`config.mk`:
```
export PLATFORM = sky130hd
export DESIGN_NAME = nec_ir_interval_decoder
export DESIGN_NICKNAME = d
export VERILOG_FILES = /design/src/nid_pkg.sv /design/src/nid_front.sv /design/src/nid_queue.sv /design/src/nid_back.sv /design/src/nec_ir_interval_decoder.sv
export VERILOG_INCLUDE_DIRS = /design/src /design/src/src
export SDC_FILE = /design/constraint.sdc
export NUM_CORES = 1
export LEC_CHECK = 0
export ABC_AREA = 0
export BUFFER_PORTS_ARGS = -buffer_cell sky130_fd_sc_hd__buf_2
export CAP_MARGIN = 20
export CORE_ASPECT_RATIO = 0.7
export CORE_MARGIN = 2
export CORE_UTILIZATION = 55
export DETAILED_ROUTE_END_ITERATION = 6
export GPL_TIMING_DRIVEN = 0
export PLACE_DENSITY = 0.76
export SKIP_LAST_GASP = 1
export SYNTH_ARGS = -nofsm -noshare
export SYNTH_HDL_FRONTEND = slang
export SYNTH_SLANG_ARGS = --single-unit
```
`constraint.sdc`:
```
create_clock -name clk -period 1.9 [get_ports clk]
set_input_delay 0 -clock clk [delete_from_list [all_inputs] [get_ports clk]]
set_output_delay 0 -clock clk [all_outputs]
set_load 0.01 [all_outputs]
```
`src/nec_ir_interval_decoder_assert.svh`:
```
// Assertion macros for the NEC infrared interval decoder.
// Expects clk and rst_n in the scope where the macros are used.
`ifndef NEC_IR_INTERVAL_DECODER_ASSERT_SVH
`define NEC_IR_INTERVAL_DECODER_ASSERT_SVH

// Same-cycle implication, checked at every rising edge out of reset.
`define NID_ASSERT_NOW(label, ante, cons, msg) \
  label: assert property (@(posedge clk) disable iff (!rst_n) (ante) |-> (cons)) \
    else $error(msg);

// Next-cycle implication, checked at every rising edge out of reset.
`define NID_ASSERT_NEXT(label, ante, cons, msg) \
  label: assert property (@(posedge clk) disable iff (!rst_n) (ante) |=> (cons)) \
    else $error(msg);

`endif

```
`src/nid_pkg.sv`:
```
// Shared types, register codes and reset values of the NEC interval decoder.
// No dependencies; used by every module of the block.
`timescale 1ns / 1ps

package nid_pkg;

  localparam int NID_FRAME_BYTES = 16;

  // Configuration register file
  localparam int NID_REG_W     = 16;
  localparam int NID_REG_IDX_W = 3;

  localparam logic [NID_REG_IDX_W-1:0] REG_HDR_MIN  = 3'd0;
  localparam logic [NID_REG_IDX_W-1:0] REG_HDR_MAX  = 3'd1;
  localparam logic [NID_REG_IDX_W-1:0] REG_ZERO_MIN = 3'd2;
  localparam logic [NID_REG_IDX_W-1:0] REG_ZERO_MAX = 3'd3;
  localparam logic [NID_REG_IDX_W-1:0] REG_ONE_MIN  = 3'd4;
  localparam logic [NID_REG_IDX_W-1:0] REG_ONE_MAX  = 3'd5;
  localparam logic [NID_REG_IDX_W-1:0] REG_GAP_MIN  = 3'd6;
  localparam logic [NID_REG_IDX_W-1:0] REG_GAP_MAX  = 3'd7;

  localparam logic [NID_REG_W-1:0] RST_HDR_MIN  = 16'd5000;
  localparam logic [NID_REG_W-1:0] RST_HDR_MAX  = 16'd14000;
  localparam logic [NID_REG_W-1:0] RST_ZERO_MIN = 16'd900;
  localparam logic [NID_REG_W-1:0] RST_ZERO_MAX = 16'd1300;
  localparam logic [NID_REG_W-1:0] RST_ONE_MIN  = 16'd2000;
  localparam logic [NID_REG_W-1:0] RST_ONE_MAX  = 16'd2500;
  localparam logic [NID_REG_W-1:0] RST_GAP_MIN  = 16'd8000;
  localparam logic [NID_REG_W-1:0] RST_GAP_MAX  = 16'd9000;

  // Interval class as seen inside a frame, in priority order
  typedef logic [1:0] cls_t;
  localparam cls_t CLS_ZERO  = 2'd0;
  localparam cls_t CLS_ONE   = 2'd1;
  localparam cls_t CLS_GAP   = 2'd2;
  localparam cls_t CLS_OTHER = 2'd3;

  // Classified beat handed from front to back
  typedef struct packed {
    logic hdr_hit;
    cls_t cls;
  } nid_item_t;

  // Queue between front and back
  localparam int NID_QDEPTH = 2;
  localparam int NID_QPTR_W = (NID_QDEPTH > 1) ? $clog2(NID_QDEPTH) : 1;
  localparam int NID_QCNT_W = $clog2(NID_QDEPTH + 1);

  typedef struct packed {
    logic full;
    logic empty;
  } nid_qstat_t;

  // Exclusive window test: lo < v < hi
  function automatic logic in_window(logic [NID_REG_W-1:0] v,
                                     logic [NID_REG_W-1:0] lo,
                                     logic [NID_REG_W-1:0] hi);
    return (v > lo) && (v < hi);
  endfunction

endpackage

```
`src/nid_front.sv`:
```
// Front end: window registers and interval classification.
// Depends on nid_pkg.
`timescale 1ns / 1ps

module nid_front (
  input  logic                            clk,
  input  logic                            rst_n,
  input  logic                            cfg_wr_en,
  input  logic [nid_pkg::NID_REG_IDX_W-1:0] cfg_index,
  input  logic [nid_pkg::NID_REG_W-1:0]   cfg_wdata,
  input  logic [nid_pkg::NID_REG_W-1:0]   interval_us,
  output nid_pkg::nid_item_t              item
);
  import nid_pkg::*;

  logic [NID_REG_W-1:0] hdr_min_r, hdr_max_r;
  logic [NID_REG_W-1:0] zero_min_r, zero_max_r;
  logic [NID_REG_W-1:0] one_min_r, one_max_r;
  logic [NID_REG_W-1:0] gap_min_r, gap_max_r;

  always_ff @(posedge clk) begin
    if (!rst_n) begin
      hdr_min_r  <= RST_HDR_MIN;
      hdr_max_r  <= RST_HDR_MAX;
      zero_min_r <= RST_ZERO_MIN;
      zero_max_r <= RST_ZERO_MAX;
      one_min_r  <= RST_ONE_MIN;
      one_max_r  <= RST_ONE_MAX;
      gap_min_r  <= RST_GAP_MIN;
      gap_max_r  <= RST_GAP_MAX;
    end else if (cfg_wr_en) begin
      unique case (cfg_index)
        REG_HDR_MIN:  hdr_min_r  <= cfg_wdata;
        REG_HDR_MAX:  hdr_max_r  <= cfg_wdata;
        REG_ZERO_MIN: zero_min_r <= cfg_wdata;
        REG_ZERO_MAX: zero_max_r <= cfg_wdata;
        REG_ONE_MIN:  one_min_r  <= cfg_wdata;
        REG_ONE_MAX:  one_max_r  <= cfg_wdata;
        REG_GAP_MIN:  gap_min_r  <= cfg_wdata;
        REG_GAP_MAX:  gap_max_r  <= cfg_wdata;
        default: ;
      endcase
    end
  end

  // Zero window wins over one, one wins over gap
  always_comb begin
    item.hdr_hit = in_window(interval_us, hdr_min_r, hdr_max_r);
    if (in_window(interval_us, zero_min_r, zero_max_r)) begin
      item.cls = CLS_ZERO;
    end else if (in_window(interval_us, one_min_r, one_max_r)) begin
      item.cls = CLS_ONE;
    end else if (in_window(interval_us, gap_min_r, gap_max_r)) begin
      item.cls = CLS_GAP;
    end else begin
      item.cls = CLS_OTHER;
    end
  end

endmodule

```
`src/nid_queue.sv`:
```
// Short FIFO of classified beats between front and back.
// Depends on nid_pkg.
`timescale 1ns / 1ps

module nid_queue (
  input  logic                clk,
  input  logic                rst_n,
  input  logic                push,
  input  nid_pkg::nid_item_t  push_item,
  input  logic                pop,
  output nid_pkg::nid_item_t  head_item,
  output nid_pkg::nid_qstat_t qstat
);
  import nid_pkg::*;

  localparam logic [NID_QPTR_W-1:0] PTR_LAST = NID_QPTR_W'(NID_QDEPTH - 1);
  localparam logic [NID_QCNT_W-1:0] CNT_FULL = NID_QCNT_W'(NID_QDEPTH);

  nid_item_t               mem_r [NID_QDEPTH];
  logic [NID_QPTR_W-1:0]   wr_ptr_r, wr_ptr_nxt;
  logic [NID_QPTR_W-1:0]   rd_ptr_r, rd_ptr_nxt;
  logic [NID_QCNT_W-1:0]   count_r, count_nxt;

  assign qstat.full  = (count_r == CNT_FULL);
  assign qstat.empty = (count_r == '0);
  assign head_item   = mem_r[rd_ptr_r];

  always_comb begin
    wr_ptr_nxt = wr_ptr_r;
    rd_ptr_nxt = rd_ptr_r;
    count_nxt  = count_r;
    if (push) begin
      wr_ptr_nxt = (wr_ptr_r == PTR_LAST) ? '0 : wr_ptr_r + 1'b1;
    end
    if (pop) begin
      rd_ptr_nxt = (rd_ptr_r == PTR_LAST) ? '0 : rd_ptr_r + 1'b1;
    end
    if (push && !pop) begin
      count_nxt = count_r + 1'b1;
    end else if (pop && !push) begin
      count_nxt = count_r - 1'b1;
    end
  end

  always_ff @(posedge clk) begin
    if (!rst_n) begin
      wr_ptr_r <= '0;
      rd_ptr_r <= '0;
      count_r  <= '0;
    end else begin
      wr_ptr_r <= wr_ptr_nxt;
      rd_ptr_r <= rd_ptr_nxt;
      count_r  <= count_nxt;
    end
  end

  always_ff @(posedge clk) begin
    if (push) begin
      mem_r[wr_ptr_r] <= push_item;
    end
  end

endmodule

```
`src/nid_back.sv`:
```
// Back end: frame state, byte assembly and the registered result beat.
// Depends on nid_pkg.
`timescale 1ns / 1ps

module nid_back #(
  parameter int FRAME_BYTES = nid_pkg::NID_FRAME_BYTES
) (
  input  logic               clk,
  input  logic               rst_n,
  input  nid_pkg::nid_item_t head_item,
  input  logic               head_valid,
  output logic               pop,
  output logic               out_valid,
  input  logic               out_stall,
  output logic               out_byte_valid,
  output logic [7:0]         out_byte_value,
  output logic [3:0]         out_byte_index,
  output logic               out_frame_complete,
  output logic               out_header_accepted,
  output logic               out_gap_seen,
  output logic               out_frame_aborted,
  output logic               out_in_frame
);
  import nid_pkg::*;

  localparam int POS_W = $clog2(FRAME_BYTES + 1);
  localparam logic [POS_W-1:0] POS_LAST = POS_W'(FRAME_BYTES);

  logic [POS_W-1:0] pos_r, pos_nxt;
  logic [2:0]       bit_cnt_r, bit_cnt_nxt;
  logic [7:0]       shift_r, shift_nxt;

  logic             out_valid_r;
  logic             byte_valid_r, byte_valid_nxt;
  logic [7:0]       byte_value_r, byte_value_nxt;
  logic [3:0]       byte_index_r, byte_index_nxt;
  logic             done_r, done_nxt;
  logic             hdr_r, hdr_nxt;
  logic             gap_r, gap_nxt;
  logic             abort_r, abort_nxt;
  logic             in_frame_r;

  logic [7:0]       shift_in;
  logic [POS_W-1:0] pos_m1;
  logic [POS_W+3:0] pos_m1_ext;

  // Take the head beat when the output register is empty or drains now
  assign pop = head_valid && (!out_valid_r || !out_stall);

  assign shift_in   = {(head_item.cls == CLS_ONE), shift_r[7:1]};
  assign pos_m1     = pos_r - 1'b1;
  assign pos_m1_ext = {4'b0000, pos_m1};

  always_comb begin
    pos_nxt        = pos_r;
    bit_cnt_nxt    = bit_cnt_r;
    shift_nxt      = shift_r;
    byte_valid_nxt = 1'b0;
    byte_value_nxt = '0;
    byte_index_nxt = '0;
    done_nxt       = 1'b0;
    hdr_nxt        = 1'b0;
    gap_nxt        = 1'b0;
    abort_nxt      = 1'b0;
    if (pos_r == '0) begin
      if (head_item.hdr_hit) begin
        pos_nxt     = POS_W'(1);
        bit_cnt_nxt = '0;
        shift_nxt   = '0;
        hdr_nxt     = 1'b1;
      end
    end else begin
      unique case (head_item.cls) inside
        CLS_ZERO, CLS_ONE: begin
          if (bit_cnt_r == 3'd7) begin
            byte_valid_nxt = 1'b1;
            byte_value_nxt = shift_in;
            byte_index_nxt = pos_m1_ext[3:0];
            bit_cnt_nxt    = '0;
            shift_nxt      = '0;
            if (pos_r == POS_LAST) begin
              pos_nxt  = '0;
              done_nxt = 1'b1;
            end else begin
              pos_nxt = pos_r + 1'b1;
            end
          end else begin
            bit_cnt_nxt = bit_cnt_r + 1'b1;
            shift_nxt   = shift_in;
          end
        end
        CLS_GAP: begin
          bit_cnt_nxt = '0;
          gap_nxt     = 1'b1;
        end
        CLS_OTHER: begin
          pos_nxt   = '0;
          abort_nxt = 1'b1;
        end
        default: ;
      endcase
    end
  end

  always_ff @(posedge clk) begin
    if (!rst_n) begin
      pos_r       <= '0;
      bit_cnt_r   <= '0;
      shift_r     <= '0;
      out_valid_r <= 1'b0;
    end else begin
      if (pop) begin
        pos_r       <= pos_nxt;
        bit_cnt_r   <= bit_cnt_nxt;
        shift_r     <= shift_nxt;
        out_valid_r <= 1'b1;
      end else if (!out_stall) begin
        out_valid_r <= 1'b0;
      end
    end
  end

  always_ff @(posedge clk) begin
    if (pop) begin
      byte_valid_r <= byte_valid_nxt;
      byte_value_r <= byte_value_nxt;
      byte_index_r <= byte_index_nxt;
      done_r       <= done_nxt;
      hdr_r        <= hdr_nxt;
      gap_r        <= gap_nxt;
      abort_r      <= abort_nxt;
      in_frame_r   <= (pos_nxt != '0);
    end
  end

  assign out_valid           = out_valid_r;
  assign out_byte_valid      = byte_valid_r;
  assign out_byte_value      = byte_value_r;
  assign out_byte_index      = byte_index_r;
  assign out_frame_complete  = done_r;
  assign out_header_accepted = hdr_r;
  assign out_gap_seen        = gap_r;
  assign out_frame_aborted   = abort_r;
  assign out_in_frame        = in_frame_r;

endmodule

```
`src/nec_ir_interval_decoder.sv`:
```
// Top level of the NEC infrared interval decoder: front, queue and back.
// Depends on nid_pkg, nid_front, nid_queue, nid_back and the assertion header.
//
//   channel  direction  handshake             payload
//   in_      input      in_valid / in_stall   in_interval_us
//   out_     output     out_valid / out_stall byte and frame flags, one beat per input
//   cfg_     input      cfg_wr_en             cfg_index, cfg_wdata
//
// One input beat a cycle sustained while out_stall stays low; each result appears in
// the cycle after its beat is taken by the back end, set by the single frame-state
// update there. An accepted beat passes through the queue before the back end registers it.
// Reset (rst_n low, synchronous) loads the default windows and drops to idle.
// out_stall fills the two-entry queue; in_stall rises only when it is full.
`timescale 1ns / 1ps

module nec_ir_interval_decoder #(
  parameter int FRAME_BYTES = nid_pkg::NID_FRAME_BYTES
) (
  input  logic                              clk,
  input  logic                              rst_n,
  input  logic                              cfg_wr_en,
  input  logic [nid_pkg::NID_REG_IDX_W-1:0] cfg_index,
  input  logic [nid_pkg::NID_REG_W-1:0]     cfg_wdata,
  input  logic                              in_valid,
  output logic                              in_stall,
  input  logic [15:0]                       in_interval_us,
  output logic                              out_valid,
  input  logic                              out_stall,
  output logic                              out_byte_valid,
  output logic [7:0]                        out_byte_value,
  output logic [3:0]                        out_byte_index,
  output logic                              out_frame_complete,
  output logic                              out_header_accepted,
  output logic                              out_gap_seen,
  output logic                              out_frame_aborted,
  output logic                              out_in_frame
);
  import nid_pkg::*;

  nid_item_t  front_item;
  nid_item_t  head_item;
  nid_qstat_t qstat;
  logic       push;
  logic       pop;

  // Hold off the sender only when the queue has no room
  assign in_stall = qstat.full;
  assign push     = in_valid && !qstat.full;

  // Classify the interval against all windows as it arrives
  nid_front u_front (
    .clk         (clk),
    .rst_n       (rst_n),
    .cfg_wr_en   (cfg_wr_en),
    .cfg_index   (cfg_index),
    .cfg_wdata   (cfg_wdata),
    .interval_us (in_interval_us),
    .item        (front_item)
  );

  // Decouple classification from the frame state so each side stalls alone
  nid_queue u_queue (
    .clk       (clk),
    .rst_n     (rst_n),
    .push      (push),
    .push_item (front_item),
    .pop       (pop),
    .head_item (head_item),
    .qstat     (qstat)
  );

  // Advance the frame state and register one result beat per class beat
  nid_back #(
    .FRAME_BYTES (FRAME_BYTES)
  ) u_back (
    .clk                 (clk),
    .rst_n               (rst_n),
    .head_item           (head_item),
    .head_valid          (!qstat.empty),
    .pop                 (pop),
    .out_valid           (out_valid),
    .out_stall           (out_stall),
    .out_byte_valid      (out_byte_valid),
    .out_byte_value      (out_byte_value),
    .out_byte_index      (out_byte_index),
    .out_frame_complete  (out_frame_complete),
    .out_header_accepted (out_header_accepted),
    .out_gap_seen        (out_gap_seen),
    .out_frame_aborted   (out_frame_aborted),
    .out_in_frame        (out_in_frame)
  );

`include "nec_ir_interval_decoder_assert.svh"

  // A completed frame always carries its last byte and leaves the frame
`NID_ASSERT_NOW(a_done_last_byte, out_valid && out_frame_complete, out_byte_valid && !out_in_frame, "frame end without byte or still in frame")
  // A header opens a frame and never carries a byte
`NID_ASSERT_NOW(a_hdr_opens, out_valid && out_header_accepted, out_in_frame && !out_byte_valid && !out_gap_seen, "header beat malformed")
  // An abort leaves the frame and carries nothing else
`NID_ASSERT_NOW(a_abort_clean, out_valid && out_frame_aborted, !out_in_frame && !out_byte_valid && !out_gap_seen, "abort beat malformed")
  // A waiting class beat with a free output register shows up next cycle
`NID_ASSERT_NEXT(a_back_drains, !qstat.empty && !out_valid, out_valid, "back end failed to take a queued beat")

endmodule
```
==> summary.md, run 1 <==
| Metric | Value |
|---|---|
| Status | `complete, but fails checks` |
| Violated checks | `negative setup slack` |
| P&R area growth vs syn | `18.58%` |
| Worst Skew | `8.904 ps` |
| Predominant post-synthesis flop cell | `dfxtp_1` |
| Initial Utilization | `between 50% and 60%` |
| Final WL | `between 20000 and 30000 um` |
| Final instance area | `approximately 11000 um^2` |
| H-tree levels | `4` |
| Vias | `8600` |
| CTS tree | `built` |
| CTS clk-pin slew, worst paths | `around 70 ps` |
| CTS max path bufs | `2` |
| CP Class | `reg2reg` |
| Final WS setup | `-374.4 ps` |
| Fraction of registers with async set/reset | `0%` |
| Fin crit period | `around 2300 ps` |
| Net Count, Synth | `around 1300` |
| Synth area leader | `dfxtp_1` |
| Drt pass-1 iters | `5` |
| Leak pwr | `around 0.0047 uW` |
| Pins Over Slew Limit | `0` |
| Hold crit path type | `in2reg` |
| Final setup fails | `7` |
| YS warnings | `0` |
| Peak VDD IR | `around 0.54 mV` |
| Mapped Avg Cell Area | `between 8 and 9 um^2` |
| Final net count | `about 1400` |
| Synth top area share | `31.09%` |
| Grt total ovfl | `0` |
| Top cells by area, synth | `dfxtp_1 31%, ha_1 17%, nand2_1 9.7%, edfxtp_1 7.5%, a21oi_1 7.2%` |
| Commonest cells in the synthesized netlist | `247 x nand2_1, 149 x dfxtp_1, 139 x a21oi_1` |
| Num rows | `40` |
| Period utilisation layout | `119.7%` |
| Slew HR | `about half` |
| Hold_sp | `cfg_index[1]` |
| DR WL/cell | `around 18 um` |
| Vias/cell | `about 5.7` |
| WHS Path Cells | `4` |
| Die Ht | `~110 um` |
| Clock Sinks | `between 150 and 200` |
| Post-synthesis cell count | `around 1200` |
| Unrepaired setup endpoints after global routing | `true` |
| Startpoint Class | `flip-flop` |
| CP arrival | `about 2500 ps` |
| Worst R2R End | `u_queue.mem_r[1][0]` |
| Post-synth EDFFs | `24` |
| Antenna fix cells | `0` |
| # DRC | `0` |
| Post-detail-place hpwl | `18970 um` |
| CTS buffer count | `17` |
| Die ar. | `approximately 19000 um^2` |
| R2r startpoint | `u_front.one_min_r[13]` |
| Reg2reg path depth | `8` |
| Final hold viol count | `0` |
| FF-to-FF setup slack | `-370 ps` |
| Initial antenna violation count | `0` |
| 1st-iter DRT viols | `891` |
| Placer congestion estimate | `0.9417` |
| CP Capture Type | `flip-flop` |
| Share of cells above drive strength 1 | `between 10% and 20%` |
| Routed Antenna Nets | `0` |
| Largest net degree at the start of global routing | `26` |
| Max Cap Viol | `0` |
| Sequential fraction of the synthesis area | `around 39%` |
| Port bufs | `39` |
| Post-DP Area | `between 10000 and 15000 um^2` |
| Clock Latency Late Sink | `440 ps` |
| Core ar. | `approximately 17000 um^2` |
| GRT Util Overall | `just under 30%` |
| Mapped cell area | `roughly 9600 um^2` |
| Slew @ Worst Pin | `758.5 ps` |
| Clk root buf | `clkbuf_16` |
| Crit path max fanout | `3` |
| IO Count | `60` |
| Hold path endpoint | `u_front.gap_max_r[15]` |
| WHS | `about 72 ps` |
| Global-route wire length before repair | `41870 um` |
| Unique masters post-synth | `57` |
| Number of global-route vias before repair | `between 7000 and 8000` |
| Synth Register Bits | `173` |
| Peak Freq | `~440 MHz` |
| Req. time, crit path | `roughly 2200 ps` |
| Most numerous cell in the Yosys netlist | `nand2_1` |
| Die width | `between 150 and 200 um` |
| Power Density | `973.5 nW/um^2` |
cells in the final DEF (no fill, tap or decap), types with 17 or more instances in the layout:
cell and instances:
clkbuf_16 17, clkbuf_1 40, edfxtp_1 24, a21oi_1 136
nand4_1 23, nand3_1 21, a21o_1 34, dlygate4sd3_1 20
nor2_1 38, dfxtp_1 140, ha_1 119, buf_2 40
inv_1 119, o211ai_1 46, buf_4 17, nand2_1 247
cell families (layout without fill, tap and decap cells):
family          after synthesis  count (layout)  synth area share, %
fa+ha+maj                   130             130                16.95
flops                       173             173                38.60
mux                           4               4               0.5737
buf+inv                     191             298                7.915
simple gates                383             383                17.59
compound gates              276             276                17.83
xor+xnor                      6               6               0.5478
routing by layer:
metal  wire, um  vias up  track usage, %
met3       2996       63           8.548
li1           -     4152               -
met2      11520      394           43.91
met1      12500     3991           42.14
met5          0        -               0
met4        650        0           8.614
power by group:
part           switching (uW)  internal [uW]  leakage, uW
clock                    1470           2180     0.000284
combinational            1890           1230      0.00297
sequential                175           4130      0.00145
total                    3540           7540      0.00470
worst max-delay path: stages (launching register included):
cell,delay (ps)
dfxtp_2,320
inv_1,60
ha_4,270
nand4_1,250
nor4_4,340
buf_4,190
a21boi_4,250
o311ai_4,130
a41oi_2,270
cell type report:
class | instances | area (um^2)
Inverter | 131 | 506.7
Tap cell | 231 | 289.0
Clock inverter | 13 | 172.7
Buffer | 59 | 272.8
Multi-Input combinational cell | 799 | 5461
Fill cell | 1390 | 5738
Clock buffer | 19 | 432.9
Timing Repair Buffer | 76 | 523.0
Sequential cell | 173 | 3720
state kept, by name (all words and copies together), names as in the netlist, 2 cells and up, named ones only:
signal                 flops
u_front.gap_max_r         16
u_front.gap_min_r         16
u_front.hdr_max_r         16
u_front.hdr_min_r         16
u_front.one_max_r         16
u_front.one_min_r         16
u_front.zero_max_r        16
u_front.zero_min_r        16
u_back.out_byte_value      8
u_back.shift_r             7
u_queue.mem_r              6
u_back.pos_r               5
u_back.out_byte_index      4
u_back.bit_cnt_r           3
u_queue.count_r            2
through the flow:
stage / total power (uW) / utilization, % / std cells / setup TNS [ps] / worst slack (ps)
floorplan: 6020 / - / 1163 / -51.48 / -51.48
global placement: 6696 / 58.90 / 1433 / -13350 / -897.1
detailed placement: 6782 / 58.90 / 1433 / -17440 / -878.6
CTS: 10760 / 65.57 / 1494 / -1018 / -243.6
global route: 11530 / 66.48 / 1501 / -2334 / -423.8
finish: 11080 / 66.48 / 1501 / -1847 / -374.4
worst max path at each step:
stage	from	to	slack [ps]	depth (start not counted)
after floorplan	u_back.pos_r[0]	u_back.out_in_frame	-50	8
after global placement	u_front.one_min_r[14]	u_queue.mem_r[1][0]	-900	7
after detailed placement	u_front.one_min_r[14]	u_queue.mem_r[1][0]	-880	7
after CTS	u_front.one_min_r[15]	u_queue.mem_r[1][0]	-240	7
after global routing	u_front.one_min_r[15]	u_queue.mem_r[1][0]	-420	8
final	u_front.one_min_r[13]	u_queue.mem_r[1][0]	-370	8
timing repair:
action / CTS / global route
setup buffers: 9 / 8
pin swaps: 15 / 13
endpoints found under the hold margin: 108 / 0
hold buffers: 20 / 0
gates resized for setup: 54 / 30
setup endpoints to repair: 42 / 25
Power figures use the tool's default switching activity.
==> run 2: changes to the inputs <==
Settings changed: CTS_BUF_LIST from default to sky130_fd_sc_hd__clkbuf_4 sky130_fd_sc_hd__clkbuf_8, PLACE_DENSITY 0.76 to 0.73.
Clock period 1.9 ns to 2.55 ns, I/O delays scaled along.
==> summary.md, run 2 (synthesized netlist as in run 1, its figures left out) <==
| Metric | Value |
|---|---|
| Die Ht | `between 100 and 150 um` |
| Drt pass-1 iters | `5` |
| Fin crit period | `around 2500 ps` |
| CP Capture Type | `flip-flop` |
| Power Density | `about 660 nW/um^2` |
| Power Total | `between 7000 and 8000 uW` |
| Status | `finished clean` |
| Post-DP Area | `between 10000 and 15000 um^2` |
| Final instance area | `10720 um^2` |
| P&R area growth vs syn | `11.74%` |
| CTS clk-pin slew, worst paths | `90 ps` |
| Leak pwr | `roughly 0.0045 uW` |
| Vias | `around 8400` |
| Final WL | `26030 um` |
| Post-detail-place hpwl | `approximately 19000 um` |
| Vias/cell | `5.629` |
| 1st-iter DRT viols | `826` |
| CP arrival | `roughly 2800 ps` |
| Core Util, Final | `between 60% and 70%` |
| Initial Utilization | `between 50% and 60%` |
| Max Cap Viol | `0` |
| Clock power share | `between 20 and 30%` |
| Number of global-route vias before repair | `between 7000 and 8000` |
| GRT Util Overall | `around 29%` |
| Antenna fix cells | `0` |
| Final hold viol count | `0` |
| Startpoint Class | `flip-flop` |
| Leading cell types in the layout, fill and taps excluded | `247 x nand2_1, 149 x dfxtp_1, 139 x a21oi_1` |
| WHS | `about 31 ps` |
| Die width | `161.9 um` |
| Req. time, crit path | `between 2000 and 3000 ps` |
| CTS max path bufs | `2` |
| Most common cell after layout, fill and taps aside | `nand2_1` |
| IO Count | `60` |
| Sw Ratio | `33.43%` |
| CTS tree | `built` |
| Clock Sinks | `around 170` |
| Placer congestion estimate | `roughly 0.9` |
| Hold crit path type | `in2reg` |
| Slew @ Worst Pin | `771.5 ps` |
| Peak VDD IR | `0.3463 mV` |
| CP Class | `reg2reg` |
| Routed Antenna Nets | `0` |
| Net Switching | `approximately 2400 uW` |
| Core ar. | `approximately 17000 um^2` |
| Grt total ovfl | `0` |
| Initial antenna violation count | `0` |
| Clk root buf | `clkbuf_8` |
| Share of cells above drive strength 1 | `~8.8%` |
| Period utilisation layout | `around 98%` |
| Setup TNS | `0 ps` |
| Final net count | `1412` |
| CTS buffer count | `17` |
| Crit path max fanout | `3` |
| Port bufs | `39` |
| Combinational Power Share | `26.6%` |
| Register share of total power | `~45%` |
| Largest net degree at the start of global routing | `26` |
| Worst Skew | `15.01 ps` |
| Global-route wire length before repair | `40650 um` |
| Internal Pwr Total | `roughly 4700 uW` |
| Slew HR | `slightly below 50%` |
| Final setup fails | `0` |
| Num rows | `40` |
| H-tree levels | `4` |
| Peak Freq | `approximately 400 MHz` |
| Unrepaired setup endpoints after global routing | `false` |
| DR WL/cell | `about 18 um` |
| Die ar. | `between 15000 and 20000 um^2` |
| Pins Over Slew Limit | `0` |
| Clock Latency Late Sink | `between 400 and 500 ps` |
| # DRC | `0` |
[run 2: cell types whose count changed in the layout (fill, tap and decap cells not counted), moves of 7 or more]
| cell | before | now |
|---|---|---|
| dfxtp_2 | 7 | 0 |
| buf_4 | 17 | 1 |
| dfxtp_1 | 140 | 149 |
| ha_4 | 10 | 0 |
| clkbuf_8 | 0 | 20 |
| clkbuf_16 | 17 | 0 |
| inv_2 | 8 | 1 |
| inv_1 | 119 | 129 |
| ha_1 | 119 | 130 |
[run 2: final timing paths]
check	from	endpoint	slack (ps)	cells past startpoint
setup / recovery	u_front.gap_min_r[3]	u_queue.mem_r[1][0]	40	7
hold / removal	cfg_index[1]	u_front.gap_max_r[15]	30	4
setup reg to reg	u_front.gap_min_r[3]	u_queue.mem_r[1][0]	40	7
hold reg to reg	u_front.hdr_max_r[8]	u_front.hdr_max_r[8]	460	2
[run 2: power by group through the flow]
stage / clock network, uW / registers (uW) / logic, uW
finish: 2010 / 3190 / 1890
CTS: 2020 / 3190 / 1850
floorplan: 0 / 3300 / 1180
global placement: 0 / 3250 / 1750
global route: 2130 / 3220 / 2100
detailed placement: 0 / 3260 / 1810
[run 2: repair_timing]
item,CTS,global route
pin swaps,2,3
hold endpoints to repair,130,0
setup buffers,0,1
resized for setup,5,3
hold buffers,20,0
cloned,0,0
endpoints found under the setup margin,11,5
[run 2: final cells by class]
type                       instances  area, um^2
inverter                         131       493.0
timing repair buffer              60       402.9
tap                              231       289.0
multi-input combinational        799        5162
buffer                            60       267.8
clock buffer                      22       290.3
clock inverter                    10       112.6
sequential                       173        3704
fill                            1556        6395
[run 2: worst max-delay path, cell delays in order (launching register included)]
cell and delay, ps:
dfxtp_1 340, inv_1 40, ha_1 310, a21oi_1 150, o21ai_0 270, a2111oi_1 770, o21ai_0 220, a41oi_2 230
[run 2: routing by layer]
metal | vias to the layer above | track usage, % | share of wire, %
li1 | 4118 | - | -
met1 | 3913 | 43.66 | 51
met2 | 297 | 40.37 | 40
met3 | 37 | 6.664 | 8.6
met4 | 0 | 7.906 | 1.4
met5 | - | 0 | 0
[run 2: stage by stage]
step / std cells / setup WS [ps]
after floorplan: 1163 / 549.9
after global placement: 1433 / -318.9
after detailed placement: 1433 / -245.2
after CTS: 1485 / 28.73
after global routing: 1486 / 15.26
final: 1486 / 43.71
==> run 3: changes to the inputs <==
Settings changed: SETUP_SLACK_MARGIN from default to 0.3.
==> summary.md, run 3 (synthesized netlist as in run 1, its figures left out) <==
| Metric | Value |
|---|---|
| CTS tree | `built` |
| Req. time, crit path | `around 2700 ps` |
| Fin crit period | `2220 ps` |
| CTS buffer count | `17` |
| Final instance area | `around 11000 um^2` |
| Slew HR | `about half` |
| Met3 wire length | `between 2000 and 2500 um` |
| FF/Latch Area | `between 3000 and 4000 um^2` |
| Clock Sinks | `between 150 and 200` |
| DR WL/cell | `between 15 and 20 um` |
| Final setup fails | `0` |
| Die width | `about 160 um` |
| Number of global-route vias before repair | `7532` |
| Worst path slowest cell | `nor4_4` |
| Peak Freq | `450.4 MHz` |
| Final net count | `roughly 1400` |
| Antenna fix cells | `0` |
| Cell family with most CP delay | `simple AND/OR/NAND/NOR gates` |
| Share of cells above drive strength 1 | `11.04%` |
| WL met2 | `around 11000 um` |
| Unrepaired setup endpoints after global routing | `false` |
| Hold crit path type | `in2reg` |
| Leak pwr | `roughly 0.0045 uW` |
| Power Density | `about 660 nW/um^2` |
| Vias/cell | `around 5.6` |
| CTS max path bufs | `2` |
| CTS clk-pin slew, worst paths | `100 ps` |
| CP Class | `reg2reg` |
| CP arrival | `2410 ps` |
| Worst Skew | `between 15 and 20 ps` |
| Setup TNS | `0 ps` |
| # DRC | `0` |
| Clock Latency Late Sink | `roughly 480 ps` |
| Crit path largest cell delay | `approximately 460 ps` |
| Routed Antenna Nets | `0` |
| Area of the multi-input gates | `5311 um^2` |
| Leading cell types in the layout, fill and taps excluded | `247 x nand2_1, 145 x dfxtp_1, 138 x a21oi_1` |
| 1st-iter DRT viols | `820` |
| IO Count | `60` |
| Fillers | `about 1500` |
| Slew @ Worst Pin | `approximately 760 ps` |
| Bufs and invs on worst path | `1` |
| Top layer in use | `met4` |
| Largest net degree at the start of global routing | `26` |
| Num rows | `40` |
| Global-route wire length before repair | `about 41000 um` |
| Peak VDD IR | `roughly 0.35 mV` |
| Initial Utilization | `a little under three fifths` |
| Worst-path cell chain | `inv_2 -> ha_4 -> nand4_1 -> nor4_4 -> a21o_1 -> a211oi_2 -> o311ai_4 -> a41oi_2` |
| Initial antenna violation count | `0` |
| Die ar. | `18540 um^2` |
| GRT Util Overall | `between 20 and 30%` |
| Core ar. | `approximately 17000 um^2` |
| Post-DP Area | `~10000 um^2` |
| Crit path max fanout | `2` |
| Final WL | `roughly 26000 um` |
| Clk root buf | `clkbuf_8` |
| Most common cell after layout, fill and taps aside | `nand2_1` |
| Max Cap Viol | `0` |
| Placer congestion estimate | `0.9084` |
| Drt pass-1 iters | `5` |
| Pins Over Slew Limit | `0` |
| WL met1 | `13250 um` |
| Period utilisation layout | `between 80% and 90%` |
| CP Capture Type | `flip-flop` |
| Final hold viol count | `0` |
| Startpoint Class | `flip-flop` |
| Status | `finished clean` |
| Grt total ovfl | `0` |
| Post-detail-place hpwl | `19390 um` |
| Die Ht | `about 110 um` |
| P&R area growth vs syn | `13.74%` |
| H-tree levels | `4` |
| Port bufs | `39` |
| Core Util, Final | `a little under two thirds` |
| Vias | `8383` |
## run 3: changes by cell type in the layout (fill, tap and decap cells not counted), moves of 2 or more
cell      previous run  this run
inv_1              129       123
ha_1               130       125
ha_4                 0         5
inv_2                1         6
buf_4                1         5
dfxtp_1            149       145
dfxtp_2              0         3
a211oi_1             6         4
a211oi_2             0         2
## run 3: path summary, 6_finish.rpt
| kind | startpoint | to | slack [ps] | cells past startpoint |
|---|---|---|---|---|
| max | u_front.one_min_r[11] | u_queue.mem_r[1][0] | 330 | 8 |
| min | cfg_index[1] | u_front.gap_max_r[15] | 30 | 4 |
| max reg2reg | u_front.one_min_r[11] | u_queue.mem_r[1][0] | 330 | 8 |
| min reg2reg | u_front.hdr_max_r[8] | u_front.hdr_max_r[8] | 460 | 2 |
## run 3: layer usage
| layer | global-route usage (%) | vias to the layer above |
|---|---|---|
| li1 | - | 4122 |
| met1 | 43.48 | 3943 |
| met2 | 41.05 | 284 |
| met3 | 7.026 | 34 |
| met4 | 7.670 | 0 |
| met5 | 0 | - |
## run 3: final cells by class
cell class                      count  share of cell area [%]
Buffer                             60                   2.465
Clock buffer                       22                   2.660
Clock inverter                     10                   1.032
Inverter                          131                   4.563
Multi-Input combinational cell    799                   48.66
Sequential cell                   173                   34.00
Tap cell                          231                   2.648
Timing Repair Buffer               64                   3.967
## run 3: what timing repair did
action,4_1_cts,5_1_grt
setup buffers,1,4
hold buffers,20,0
setup endpoints to repair,18,17
pin swaps,4,12
resized for setup,13,32
endpoints found under the hold margin,130,0
## run 3: stage by stage
stage                     power [uW]  hold slack [ps]  setup WS, ps  instances
after CTS                       7106            19.33         300.5       1486
after detailed placement        5066            317.7        -245.2       1433
after global routing            7576            74.31         265.2       1490
after global placement          4996            309.9        -318.9       1433
after floorplan                 4483            184.5         549.9       1163
final                           7231            34.92         329.9       1490
## run 3: worst register-to-register path, delay by kind of cell, from the launching register on
kind | cells | cell delay, ps
fa+ha+maj | 1 | 260
buf+inv | 1 | 50
compound gates | 4 | 630
simple gates | 2 | 650
flops | 1 | 350
## run 3: report_power, final
group	total [uW]	switching, uW	leakage (uW)	internal, uW
Sequential	3200	133	0.00144	3070
Combinational	2020	1260	0.00288	751
Clock	2010	1040	0.000210	970
